--- src/rtl/relative_gradient_density_assert.svh ---
// ----------------------------------------------------------------------------
// relative gradient density assertion macros
// concurrent checks that vanish when SYNTHESIS is defined
// ----------------------------------------------------------------------------
`ifndef RELATIVE_GRADIENT_DENSITY_ASSERT_SVH
`define RELATIVE_GRADIENT_DENSITY_ASSERT_SVH

`ifndef SYNTHESIS
`define RGD_ASSERT(name, clk, rstn, prop) \
  name: assert property (@(posedge clk) disable iff (!rstn) prop) \
    else $error("rgd check failed");
`define RGD_ASSERT_NEVER(name, clk, rstn, expr) \
  name: assert property (@(posedge clk) disable iff (!rstn) !(expr)) \
    else $error("rgd forbidden condition");
`else
`define RGD_ASSERT(name, clk, rstn, prop)
`define RGD_ASSERT_NEVER(name, clk, rstn, expr)
`endif

`endif

--- src/rtl/rgd_pkg.sv ---
// ----------------------------------------------------------------------------
// rgd_pkg
// shared constants and types of the relative gradient density pipeline
// ----------------------------------------------------------------------------
package rgd_pkg;

  localparam int unsigned DIM_W      = 15;
  localparam int unsigned MAG_W      = 32;
  localparam int unsigned K_W        = 32;
  localparam int unsigned FRAC_W     = 32;
  localparam int unsigned DIV_STEPS  = 64;
  localparam int unsigned SQRT_STEPS = 32;

  // 4 * 4096^2
  localparam logic [K_W-1:0]   K_RESET = 32'h0400_0000;
  localparam logic [MAG_W-1:0] MAG_ONE = 32'h0001_0000;
  localparam logic [MAG_W-1:0] MAG_MAX = 32'hFFFF_FFFF;

  typedef struct packed {
    logic vld;
    logic zero;
    logic ovf;
  } ctl_t;

  typedef struct packed {
    logic [MAG_W-1:0] magnitude;
    logic             saturated;
  } res_t;

endpackage

--- src/rtl/rgd_sqrt.sv ---
// ----------------------------------------------------------------------------
// rgd_sqrt
// adds the unit term, then a digit-by-digit square root, one root bit per stage
// ----------------------------------------------------------------------------
module rgd_sqrt (
  input  logic                          clk_i,
  input  logic                          rst_ni,
  input  logic                          en_i,
  input  rgd_pkg::ctl_t                 ctl_i,
  input  logic [rgd_pkg::DIV_STEPS-1:0] quo_i,
  output rgd_pkg::ctl_t                 ctl_o,
  output rgd_pkg::res_t                 res_o
);

  localparam int NS   = rgd_pkg::SQRT_STEPS;
  localparam int XW   = 2 * NS;
  localparam int RMW  = NS + 3;

  logic          va_q, za_q, oa_q;
  logic [XW-1:0] x_q;

  logic [NS-1:0]  v_q, z_q, o_q;
  logic [RMW-1:0] rem_q  [NS];
  logic [NS-1:0]  root_q [NS];
  logic [XW-1:0]  sh_q   [NS];

  logic [RMW-1:0] rem_in  [NS];
  logic [NS-1:0]  root_in [NS];
  logic [XW-1:0]  sh_in   [NS];
  logic [NS-1:0]  v_in, z_in, o_in;

  always_ff @(posedge clk_i or negedge rst_ni) begin
    if (!rst_ni) begin
      va_q <= 1'b0;
    end else if (en_i) begin
      va_q <= ctl_i.vld;
    end
  end

  always_ff @(posedge clk_i) begin
    if (en_i) begin
      x_q  <= XW'(quo_i) + (XW'(1) << rgd_pkg::FRAC_W);
      za_q <= ctl_i.zero;
      oa_q <= ctl_i.ovf;
    end
  end

  for (genvar j = 0; j < NS; j++) begin : g_step
    logic [RMW-1:0] r2, trial, rn;
    logic           ge;

    if (j == 0) begin : g_first
      assign rem_in[j]  = '0;
      assign root_in[j] = '0;
      assign sh_in[j]   = x_q;
      assign v_in[j]    = va_q;
      assign z_in[j]    = za_q;
      assign o_in[j]    = oa_q;
    end else begin : g_next
      assign rem_in[j]  = rem_q[j-1];
      assign root_in[j] = root_q[j-1];
      assign sh_in[j]   = sh_q[j-1];
      assign v_in[j]    = v_q[j-1];
      assign z_in[j]    = z_q[j-1];
      assign o_in[j]    = o_q[j-1];
    end

    always_comb begin
      r2    = {rem_in[j][RMW-3:0], sh_in[j][XW-1:XW-2]};
      trial = RMW'({root_in[j], 2'b01});
      ge    = r2 >= trial;
      rn    = ge ? r2 - trial : r2;
    end

    always_ff @(posedge clk_i or negedge rst_ni) begin
      if (!rst_ni) begin
        v_q[j] <= 1'b0;
      end else if (en_i) begin
        v_q[j] <= v_in[j];
      end
    end

    always_ff @(posedge clk_i) begin
      if (en_i) begin
        rem_q[j]  <= rn;
        root_q[j] <= {root_in[j][NS-2:0], ge};
        sh_q[j]   <= sh_in[j] << 2;
        z_q[j]    <= z_in[j];
        o_q[j]    <= o_in[j];
      end
    end
  end

  assign ctl_o = '{vld: v_q[NS-1], zero: z_q[NS-1], ovf: o_q[NS-1]};

  always_comb begin
    priority if (z_q[NS-1]) begin
      res_o = '{magnitude: rgd_pkg::MAG_ONE, saturated: 1'b0};
    end else if (o_q[NS-1]) begin
      res_o = '{magnitude: rgd_pkg::MAG_MAX, saturated: 1'b1};
    end else begin
      res_o = '{magnitude: root_q[NS-1], saturated: 1'b0};
    end
  end

endmodule

--- config.mk ---
export PLATFORM = sky130hd
export DESIGN_NAME = rgd_sqrt
export DESIGN_NICKNAME = d
export VERILOG_FILES = /design/src/rtl/relative_gradient_density_assert.svh /design/src/rtl/rgd_pkg.sv /design/src/rtl/rgd_sqrt.sv
export SDC_FILE = /design/constraint.sdc
export NUM_CORES = 2
export LEC_CHECK = 0
export BUFFER_PORTS_ARGS = -buffer_cell sky130_fd_sc_hd__clkbuf_2
export CORE_MARGIN = 2
export CORE_UTILIZATION = 35
export DETAILED_ROUTE_END_ITERATION = 8
export GPL_ROUTABILITY_DRIVEN = 0
export GPL_TIMING_DRIVEN = 0
export MAX_ROUTING_LAYER = met4
export PLACE_DENSITY = 0.48
export SYNTH_ARGS = -nofsm -noshare
export SYNTH_HDL_FRONTEND = slang
export SYNTH_MEMORY_MAX_BITS = 65536
export SYNTH_SLANG_ARGS = --single-unit
--- constraint.sdc ---
create_clock -name clk_i -period 7.4 [get_ports clk_i]
set_input_delay 0.37 -clock clk_i [delete_from_list [all_inputs] [get_ports clk_i]]
set_output_delay 0.37 -clock clk_i [all_outputs]
set_load 0.005 [all_outputs]
==> results.md <==
- Outcome: complete, no violations
- Final nets: 10583
- Total grt overflow: 0
- Setup crit end kind: flip-flop
- Worst vdd ir: 0.218 mV
- Worst relative slew slack: 0.165
- Number of synthesized register bits: 2657
- All-Layer GR Usage: 0.148
- Final ANT Viol Nets: 0
- Slowest stage cell, crit path: clkbuf_1
- Final hold violations: 0
- Fraction of synthesized cell area taken by the top area cell type: 0.642
- Clock buffer depth: 4
- HP Class: input port to async pin
- Final setup fails: 0
- Mapped cell area: 123000 um^2
- Die Height: 596 um
- Simple-gate share of the synthesized area: 0.101
- Core area: 349000 um^2
- H-tree depth: 5
- Post-Syn Instances: 9422
- Pwr/cell area: 310 nW/um^2
- Post-Synth Adder-Cell Area: 0.0573
- Crit Path Category: flip-flop to flip-flop
- Layout Area Growth over Synthesis: 14.5%
- I/O pin count: 106
- Leakage Power: 53.0 nW
- CTS Hold Buffers Added: 82
- CTS Buf Count: 310
- Fin Clk Skew: 38.1 ps
- Delay of the slowest cell on the worst path: 670 ps
- Buf/Inv on CP: 3
- Unrepaired setup endpoints after global routing: no
- Final core occ: 0.402
- Final WS setup: 2550 ps
- Post-DR wirelength/cell: 17.6 um
- DRC: 0
- Largest area contributor in the synthesized netlist: edfxtp_1
- Rows: 217
- Netlist cell types: 98
- Die area: 355000 um^2
- Post-cts gate resize count: 0
- Critical Path AT: 5390 ps
- TNS Setup: 0 ps
- Clk slew on worst S/H paths: 60 ps
- Port Buffers: 105
- Antenna violations before repair: 11
- Fillers: 32488
- Tcrit/Tclk final: 0.655
- Sequential area share after synthesis: 0.649
- Synth Area in Compound Gates: 0.0927
- Dpl ws: 2740 ps
- Cell family with most CP delay: compound AO/OA/AOI/OAI gates
- EDFF count, synth: 2624
- Final Power: 43.6 mW
- Max frequency: 206 MHz
- First-pass GRT wire length: 411 mm
- Slew @ Worst Pin: 1220 ps
- Post-Synth XOR/XNOR Area: 0.0591
- Worst setup SP type: flip-flop
- Vias in the first global route: 73772
- Post-synthesis mux area share: 0.0131
- Layout cells sized above 1: 0.0794
- Die width: 596 um
- Most common flop cell mapped by yosys: edfxtp_1
- Minimum clock period: 4850 ps
- Mean Syn Cell Area: 13.0 um^2
- Post-Route WL: 260 mm
- Post-DP HPWL: 188 mm
- Largest family of logic cells by synthesized area: simple AND/OR/NAND/NOR gates
- Via density per instance: 4.99
- Synth Net Count: 10054
- DR iter-0 viols: 5993
- Syn. warnings: 0
- Total number of vias: 73920
- Root Buffer: clkbuf_16
- Slew Viols, Final: 0
- CTS tree: built
- Clk sinks: 2657
- Asr flop ratio synth: 0.0124
- Area of the multi-input gates: 39700 um^2
- Worst-path cell chain: ha_1 -> clkbuf_1 -> and4_1 -> o2111a_1 -> o31ai_1 -> nand4b_1 -> a21oi_1 -> a31oi_1 -> clkbuf_1 -> buf_1 -> a21oi_1
- Largest net degree at the start of global routing: 123
- FF+latch area: 79600 um^2
- Max cap viols: 0
- CP required: 7940 ps
- Critical path fanouts, max: 10
- Starting Density: 0.351
- Initial DRT Pass Iterations: 6
- Postcts setup bufs: 0
- Clk_lat worst skew: 900 ps
- Largest cells by area after synthesis: edfxtp_1 (64%), ha_1 (5.7%), xnor2_1 (3.3%), xor2_1 (2.6%), a21oi_1 (2.4%)
path summary, 6_finish.rpt:
kind                       slack (ps)      endpoint  depth (start not counted)    startpoint
min in group clk_i                100       x_q[61]                          1          en_i
max in group asynchronous        6820          va_q                          2        rst_ni
min                                70      v_in[21]                          2        rst_ni
max reg2reg                      2550  rem_q[25][9]                         11  rem_q[24][9]
max                              2550  rem_q[25][9]                         11  rem_q[24][9]
min reg2reg                       400   sh_q[0][42]                          0       x_q[42]
final cells by class:
class / count / share of cell area
Inverter: 710 / 0.0190
Buffer: 190 / 0.00538
Timing Repair Buffer: 217 / 0.0149
Tap cell: 4599 / 0.0409
Clock inverter: 170 / 0.0112
Clock buffer: 390 / 0.0595
Multi-Input combinational cell: 5865 / 0.282
Antenna cell: 2 / 0.0000356
Sequential cell: 2657 / 0.567
routing by layer:
metal	global-route usage	wire length [um]	part of all wire
met5	-	0	0
met2	0.235	121000	0.47
met1	0.192	118000	0.45
met4	0.0505	8150	0.031
met3	0.0232	13200	0.051
synthesized netlist by cell type, drive strengths merged, types with 53 or more instances:
cell type,count
nand2,571
ha,562
inv,707
nor2,687
or4,63
nor4,124
a21oi,595
or3,75
clkbuf,166
xnor2,467
o21ai,452
o31ai,64
nand4,116
nand2b,110
nor3,216
nand3,178
a21o,248
mux2,132
nor2b,94
and3,59
edfxtp,2624
a31oi,53
o21a,107
xor2,361
stage by stage:
stage / hold WS [ps] / cells / cell area, um^2
final: 70.0 / 14800 / 141000
after global routing: 109 / 14799 / 141000
after CTS: 7.98 / 14798 / 141000
after detailed placement: 405 / 14156 / 130000
after global placement: 400 / 14126 / 129000
after floorplan: 74.4 / 9422 / 123000
power by group:
part | leakage [nW] | internal (mW) | switching, mW
clock | 4.82 | 8.82 | 6.07
combinational | 22.5 | 3.59 | 4.98
sequential | 25.7 | 19.0 | 1.16
worst register-to-register path, cell delays in order (launching register included):
cell and delay (ps):
edfxtp_1 430, ha_1 300, clkbuf_1 260, and4_1 460, o2111a_1 230, o31ai_1 180, nand4b_1 220, a21oi_1 180
a31oi_1 610, clkbuf_1 670, buf_1 620, a21oi_1 360
cells by family after synthesis:
group	Yosys count
other	1
buffers and inverters	900
adders and majority gates	562
and+or+nand+nor	2493
AOI/OAI and AO/OA	1838
xor gates and xnor gates	828
muxes	143
DFF	2657
state kept, by name (all words and copies together), names as in the netlist:
register  flops
ctl_o         3
v_in         31
sh_q        992
va_q          1
x_q          64
rem_q       974
za_q          1
o_in         31
z_in         31
root_q      528
oa_q          1
layout by cell type (no fill, tap or decap), types with 94 or more instances in the layout:
cell type and instances:
edfxtp_1 2624, inv_1 705, nor2_1 686, a21oi_1 595
nand2_1 571, ha_1 562, xnor2_1 467, o21ai_0 449
xor2_1 361, clkbuf_16 324, a21o_1 248, clkbuf_1 231
nor3_1 215, nand3_1 176, mux2_2 130, nor4_1 119
nand4_1 115, nand2b_1 110, o21a_1 107, clkbuf_2 104
nor2b_1 94
Note: power is estimated with default switching activity, not from simulation.
