**src/rtl/relative_gradient_density_assert.svh**
```systemverilog
// ----------------------------------------------------------------------------
// relative gradient density assertion macros
// concurrent checks that vanish when SYNTHESIS is defined
// ----------------------------------------------------------------------------
`ifndef RELATIVE_GRADIENT_DENSITY_ASSERT_SVH
`define RELATIVE_GRADIENT_DENSITY_ASSERT_SVH

`ifndef SYNTHESIS
`define RGD_ASSERT(name, clk, rstn, prop) \
  name: assert property (@(posedge clk) disable iff (!rstn) prop) \
    else $error("rgd check failed");
`define RGD_ASSERT_NEVER(name, clk, rstn, expr) \
  name: assert property (@(posedge clk) disable iff (!rstn) !(expr)) \
    else $error("rgd forbidden condition");
`else
`define RGD_ASSERT(name, clk, rstn, prop)
`define RGD_ASSERT_NEVER(name, clk, rstn, expr)
`endif

`endif

```
**src/rtl/rgd_pkg.sv**
```systemverilog
// ----------------------------------------------------------------------------
// rgd_pkg
// shared constants and types of the relative gradient density pipeline
// ----------------------------------------------------------------------------
package rgd_pkg;

  localparam int unsigned DIM_W      = 15;
  localparam int unsigned MAG_W      = 32;
  localparam int unsigned K_W        = 32;
  localparam int unsigned FRAC_W     = 32;
  localparam int unsigned DIV_STEPS  = 64;
  localparam int unsigned SQRT_STEPS = 32;

  // 4 * 4096^2
  localparam logic [K_W-1:0]   K_RESET = 32'h0400_0000;
  localparam logic [MAG_W-1:0] MAG_ONE = 32'h0001_0000;
  localparam logic [MAG_W-1:0] MAG_MAX = 32'hFFFF_FFFF;

  typedef struct packed {
    logic vld;
    logic zero;
    logic ovf;
  } ctl_t;

  typedef struct packed {
    logic [MAG_W-1:0] magnitude;
    logic             saturated;
  } res_t;

endpackage

```
**src/rtl/rgd_front.sv**
```systemverilog
// ----------------------------------------------------------------------------
// rgd_front
// differences, sum, squares, scaled gradient product and overflow test
// ----------------------------------------------------------------------------
module rgd_front #(
  parameter int LUMA_WIDTH = 16
) (
  input  logic                     clk_i,
  input  logic                     rst_ni,
  input  logic                     en_i,
  input  logic                     in_valid_i,
  input  logic [LUMA_WIDTH-1:0]    left_luma_i,
  input  logic [LUMA_WIDTH-1:0]    right_luma_i,
  input  logic [LUMA_WIDTH-1:0]    up_luma_i,
  input  logic [LUMA_WIDTH-1:0]    down_luma_i,
  input  logic [rgd_pkg::K_W-1:0]  k_i,
  output rgd_pkg::ctl_t            ctl_o,
  output logic [rgd_pkg::K_W+2*LUMA_WIDTH:0] t_o,
  output logic [2*LUMA_WIDTH+3:0]  s2_o
);

  localparam int SW     = LUMA_WIDTH + 2;
  localparam int S2W    = 2 * SW;
  localparam int QW     = 2 * LUMA_WIDTH + 1;
  localparam int QLW    = QW / 2;
  localparam int QHW    = QW - QLW;
  localparam int TW     = rgd_pkg::K_W + QW;
  localparam int LIMW   = S2W + rgd_pkg::FRAC_W;
  localparam int CW     = (TW > LIMW) ? TW : LIMW;
  localparam int NSTAGE = 6;

  logic [NSTAGE-1:0] v_q;

  logic [LUMA_WIDTH-1:0] adx_d, ady_d, adx_q, ady_q;
  logic [SW-1:0]         s_d, s_q;
  logic [2*LUMA_WIDTH-1:0] a2_q, b2_q;
  logic [S2W-1:0]        s2_2_q, s2_3_q, s2_4_q, s2_5_q, s2_6_q;
  logic                  z2_q, z3_q, z4_q, z5_q, z6_q;
  logic [QW-1:0]         q3_q;
  logic [rgd_pkg::K_W+QLW-1:0] ppl_q;
  logic [rgd_pkg::K_W+QHW-1:0] pph_q;
  logic [TW-1:0]         t5_q, t6_q;
  logic [CW-1:0]         lim5_q;
  logic                  ovf6_q;

  always_comb begin
    adx_d = (left_luma_i >= right_luma_i) ? left_luma_i - right_luma_i
                                          : right_luma_i - left_luma_i;
    ady_d = (up_luma_i >= down_luma_i) ? up_luma_i - down_luma_i
                                       : down_luma_i - up_luma_i;
    s_d   = SW'(left_luma_i) + SW'(right_luma_i) + SW'(up_luma_i) + SW'(down_luma_i);
  end

  always_ff @(posedge clk_i or negedge rst_ni) begin
    if (!rst_ni) begin
      v_q <= '0;
    end else if (en_i) begin
      v_q <= {v_q[NSTAGE-2:0], in_valid_i};
    end
  end

  always_ff @(posedge clk_i) begin
    if (en_i) begin
      adx_q  <= adx_d;
      ady_q  <= ady_d;
      s_q    <= s_d;

      a2_q   <= (2*LUMA_WIDTH)'(adx_q) * (2*LUMA_WIDTH)'(adx_q);
      b2_q   <= (2*LUMA_WIDTH)'(ady_q) * (2*LUMA_WIDTH)'(ady_q);
      s2_2_q <= S2W'(s_q) * S2W'(s_q);
      z2_q   <= (s_q == '0);

      q3_q   <= QW'(a2_q) + QW'(b2_q);
      s2_3_q <= s2_2_q;
      z3_q   <= z2_q;

      // gradient product split in two partial products
      ppl_q  <= (rgd_pkg::K_W+QLW)'(k_i) * (rgd_pkg::K_W+QLW)'(q3_q[QLW-1:0]);
      pph_q  <= (rgd_pkg::K_W+QHW)'(k_i) * (rgd_pkg::K_W+QHW)'(q3_q[QW-1:QLW]);
      s2_4_q <= s2_3_q;
      z4_q   <= z3_q;

      t5_q   <= (TW'(pph_q) << QLW) + TW'(ppl_q);
      // (2^32 - 1) * s^2
      lim5_q <= (CW'(s2_4_q) << rgd_pkg::FRAC_W) - CW'(s2_4_q);
      s2_5_q <= s2_4_q;
      z5_q   <= z4_q;

      ovf6_q <= CW'(t5_q) >= lim5_q;
      t6_q   <= t5_q;
      s2_6_q <= s2_5_q;
      z6_q   <= z5_q;
    end
  end

  assign ctl_o = '{vld: v_q[NSTAGE-1], zero: z6_q, ovf: ovf6_q};
  assign t_o   = t6_q;
  assign s2_o  = s2_6_q;

endmodule

```
**config.mk**
```make
export PLATFORM = sky130hd
export DESIGN_NAME = rgd_front
export DESIGN_NICKNAME = d
export VERILOG_FILES = /design/src/rtl/relative_gradient_density_assert.svh /design/src/rtl/rgd_pkg.sv /design/src/rtl/rgd_front.sv
export SDC_FILE = /design/constraint.sdc
export NUM_CORES = 2
export LEC_CHECK = 0
export ABC_AREA = 0
export BUFFER_PORTS_ARGS = -buffer_cell sky130_fd_sc_hd__buf_2
export CAP_MARGIN = 15
export CORE_MARGIN = 3
export CORE_UTILIZATION = 65
export DETAILED_ROUTE_END_ITERATION = 12
export PLACE_DENSITY = 0.9
export SYNTH_ARGS = -nofsm -noshare
export SYNTH_HDL_FRONTEND = slang
export SYNTH_SLANG_ARGS = --single-unit
```
**constraint.sdc**
```tcl
create_clock -name clk_i -period 20.3 [get_ports clk_i]
set_clock_uncertainty 0.05 [all_clocks]
set_input_delay 2.03 -clock clk_i [delete_from_list [all_inputs] [get_ports clk_i]]
set_output_delay 2.03 -clock clk_i [all_outputs]
set_load 0.03 [all_outputs]
```
==> results.sh <==
export IMPL_outcome="complete, no violations"
export IMPL_cts_root_buf="clkbuf_16"
export IMPL_path_class="in -> reg"
export IMPL_cp_arrival_ps=8930
export IMPL_htreeDepth=3
export IMPL_syn_num_nets=10880
export IMPL_yosysWarnings=0
export IMPL_worst_slew_pin_transition_ps=1100
export IMPL_regArea_mm2=0.0187
export IMPL_die_area_mm2=0.136
export IMPL_syn2layout_area_growth_pct=5.37
export IMPL_ys_ff_latch=625
export IMPL_grt_usage=0.325
export IMPL_multiInputGateArea_mm2=0.0581
export IMPL_ant_nets=0
export IMPL_critPathLaunchType="input port"
export IMPL_initial_core_util=0.658
export IMPL_fin_setup_tns_ps=0
export IMPL_synthArstFlopShare=0.00960
export IMPL_via_per_inst=5.91
export IMPL_antenna_found_initial=9
export IMPL_dp_cells=10232
export IMPL_grt_pass1_wl_mm=348
export IMPL_hold_viol_final=0
export IMPL_maxCapViolations=0
export IMPL_nets=10875
export IMPL_final_cell_area_mm2=0.0902
export IMPL_port_buffers=202
export IMPL_wl_mm=215
export IMPL_drt_iter0_drc=5150
export IMPL_stdcell_count=10364
export IMPL_cts_made_buffers=68
export IMPL_cts_setup_buffers=0
export IMPL_setup_viol=0
export IMPL_finalWorstPathRequiredPeriod_ps=8550
export IMPL_die_w_um=369
export IMPL_rsz0062_at_grt="false"
export IMPL_ff2ff_setup_slack_ps=12600
export IMPL_fmax_mhz=117
export IMPL_post_route_drc_count=0
export IMPL_wl_per_cell_um=20.7
export IMPL_min_path_type="reg -> reg"
export IMPL_die_y_um=369
export IMPL_grt_pass1_vias=68381
export IMPL_postSynthAreaPerCell_um2=10.0
export IMPL_dr_pass1_iters=6
export IMPL_grt_max_degree=200
export IMPL_fill_cells=8886
export IMPL_period_share=0.421
export IMPL_post_synth_top_area_fraction=0.339
export IMPL_synth_edf_count=619
export IMPL_insertion_delay_ps=680
export IMPL_num_io_pins=204
export IMPL_hpwl_mm=165
export IMPL_synthDistinctLibCells=93
export IMPL_clkSinkCount=625
export IMPL_gp_congestion=0.965
export IMPL_crit_fanout=33
export IMPL_syn_cell_area_mm2=0.0856
export IMPL_max_clock_path_buffers=3
export IMPL_maxSlewHeadroom=0.269
export IMPL_synth_seq_area_share=0.219
export IMPL_synth_cells=8565
export IMPL_most_common_layout_cells="inv_1, fa_1, nand2_1, ha_1, edfxtp_1"
export IMPL_rows=132
export IMPL_synthTopCellsByArea="fa_1, edfxtp_1, ha_1"
export IMPL_final_common_cell="inv_1"
export IMPL_worstSetupEndpointType="register"
export IMPL_cts_hold_buf=0
export IMPL_cts_resized=0
export IMPL_drv_slew=0
export IMPL_drive_above_1_share=0.0471
export IMPL_tritoncts="done"
export IMPL_placed_cell_area_mm2=0.0879
export IMPL_core_mm2=0.130
export IMPL_dr_total_vias=61219
export IMPL_clk_pin_slew_worst_paths_ps=60
export IMPL_crit_required_ps=20680
export IMPL_ys_flop_type="edfxtp_1"
export IMPL_grt_ovfl_total=0
export IMPL_synth_top_cell_by_area="fa_1"
## worst paths after layout
check | to | cells past startpoint | start
max reg2reg | b2_q[31] | 21 | ady_q[9]
min | s2_3_q[25] | 0 | s2_2_q[25]
min reg2reg | s2_3_q[25] | 0 | s2_2_q[25]
min in group asynchronous | v_q[0] | 1 | rst_ni
max | ppl_q[47] | 24 | k_i[7]
max in group asynchronous | v_q[5] | 1 | rst_ni
## routing by layer
layer  vias up  share of wire  GRT usage
li1      26482              -          -
met4         4          0.080      0.219
met3      1084          0.084     0.0616
met5         -        0.00018          0
met2      3333           0.50      0.559
met1     30316           0.34      0.370
## flip-flops by register name, indices dropped and copies added (netlist names)
signal and count:
a2_q 31, s2_5_q 34, pph_q 49, adx_q 16, z3_q 1, s2_2_q 35
s2_4_q 35, z4_q 1, s_q 18, z2_q 1, z6_q 1, s2_o 35
lim5_q 67, b2_q 31, z5_q 1, t_o 65, v_q 6, ppl_q 48
ady_q 16, q3_q 33, t5_q 65, ovf6_q 1, s2_3_q 35
## logic make-up after synthesis
family          share of synthesized area
fa+ha+maj                           0.451
compound gates                     0.0701
xor+xnor                           0.0346
mux                               0.00324
other cells                     0.0000438
buf+inv                             0.102
flops                               0.219
simple gates                        0.120
## final cells by class
class                      instances  share of cell area
multi-input combinational       5617               0.644
sequential                       625               0.208
inverter                        2006              0.0835
tap                             1742              0.0242
clock buffer                      75              0.0192
timing repair buffer             242              0.0148
clock inverter                    48             0.00610
antenna                            9            0.000250
## worst max-delay path, cell delays in order
cell	delay, ps
buf_2	600
nand2_1	180
fa_1	560
inv_1	50
fa_1	500
inv_1	50
fa_1	540
inv_1	50
fa_1	460
fa_1	500
inv_1	50
fa_1	480
inv_1	50
ha_1	340
a21oi_1	210
o21bai_1	110
a2111oi_0	380
o21ai_1	170
a41oi_2	340
a31oi_1	180
o221a_2	380
a311oi_2	410
o41ai_1	150
xnor2_1	140
## cells in the mapped netlist (49+ instances only)
master,instances
a21o_1,186
a21oi_1,279
and2_1,573
clkbuf_1,303
edfxtp_1,619
fa_1,1451
ha_1,764
inv_1,2006
nand2_1,983
nand3_1,62
nand4_1,49
nor2_1,205
nor2b_1,52
o21ai_0,123
xnor2_1,230
xor2_1,108
## per-stage QoR
step | hold slack (ps) | util | setup slack (ps)
after floorplan | 350 | - | 12140
after global placement | 351 | 0.676 | 11260
after detailed placement | 355 | 0.676 | 11200
after CTS | 362 | 0.693 | 11900
after global routing | 363 | 0.693 | 11450
final | 353 | 0.693 | 11750
Power is left out: the tool's default activity adds up to more than one toggle a clock period on the data nets, which glitch-free logic cannot reach.
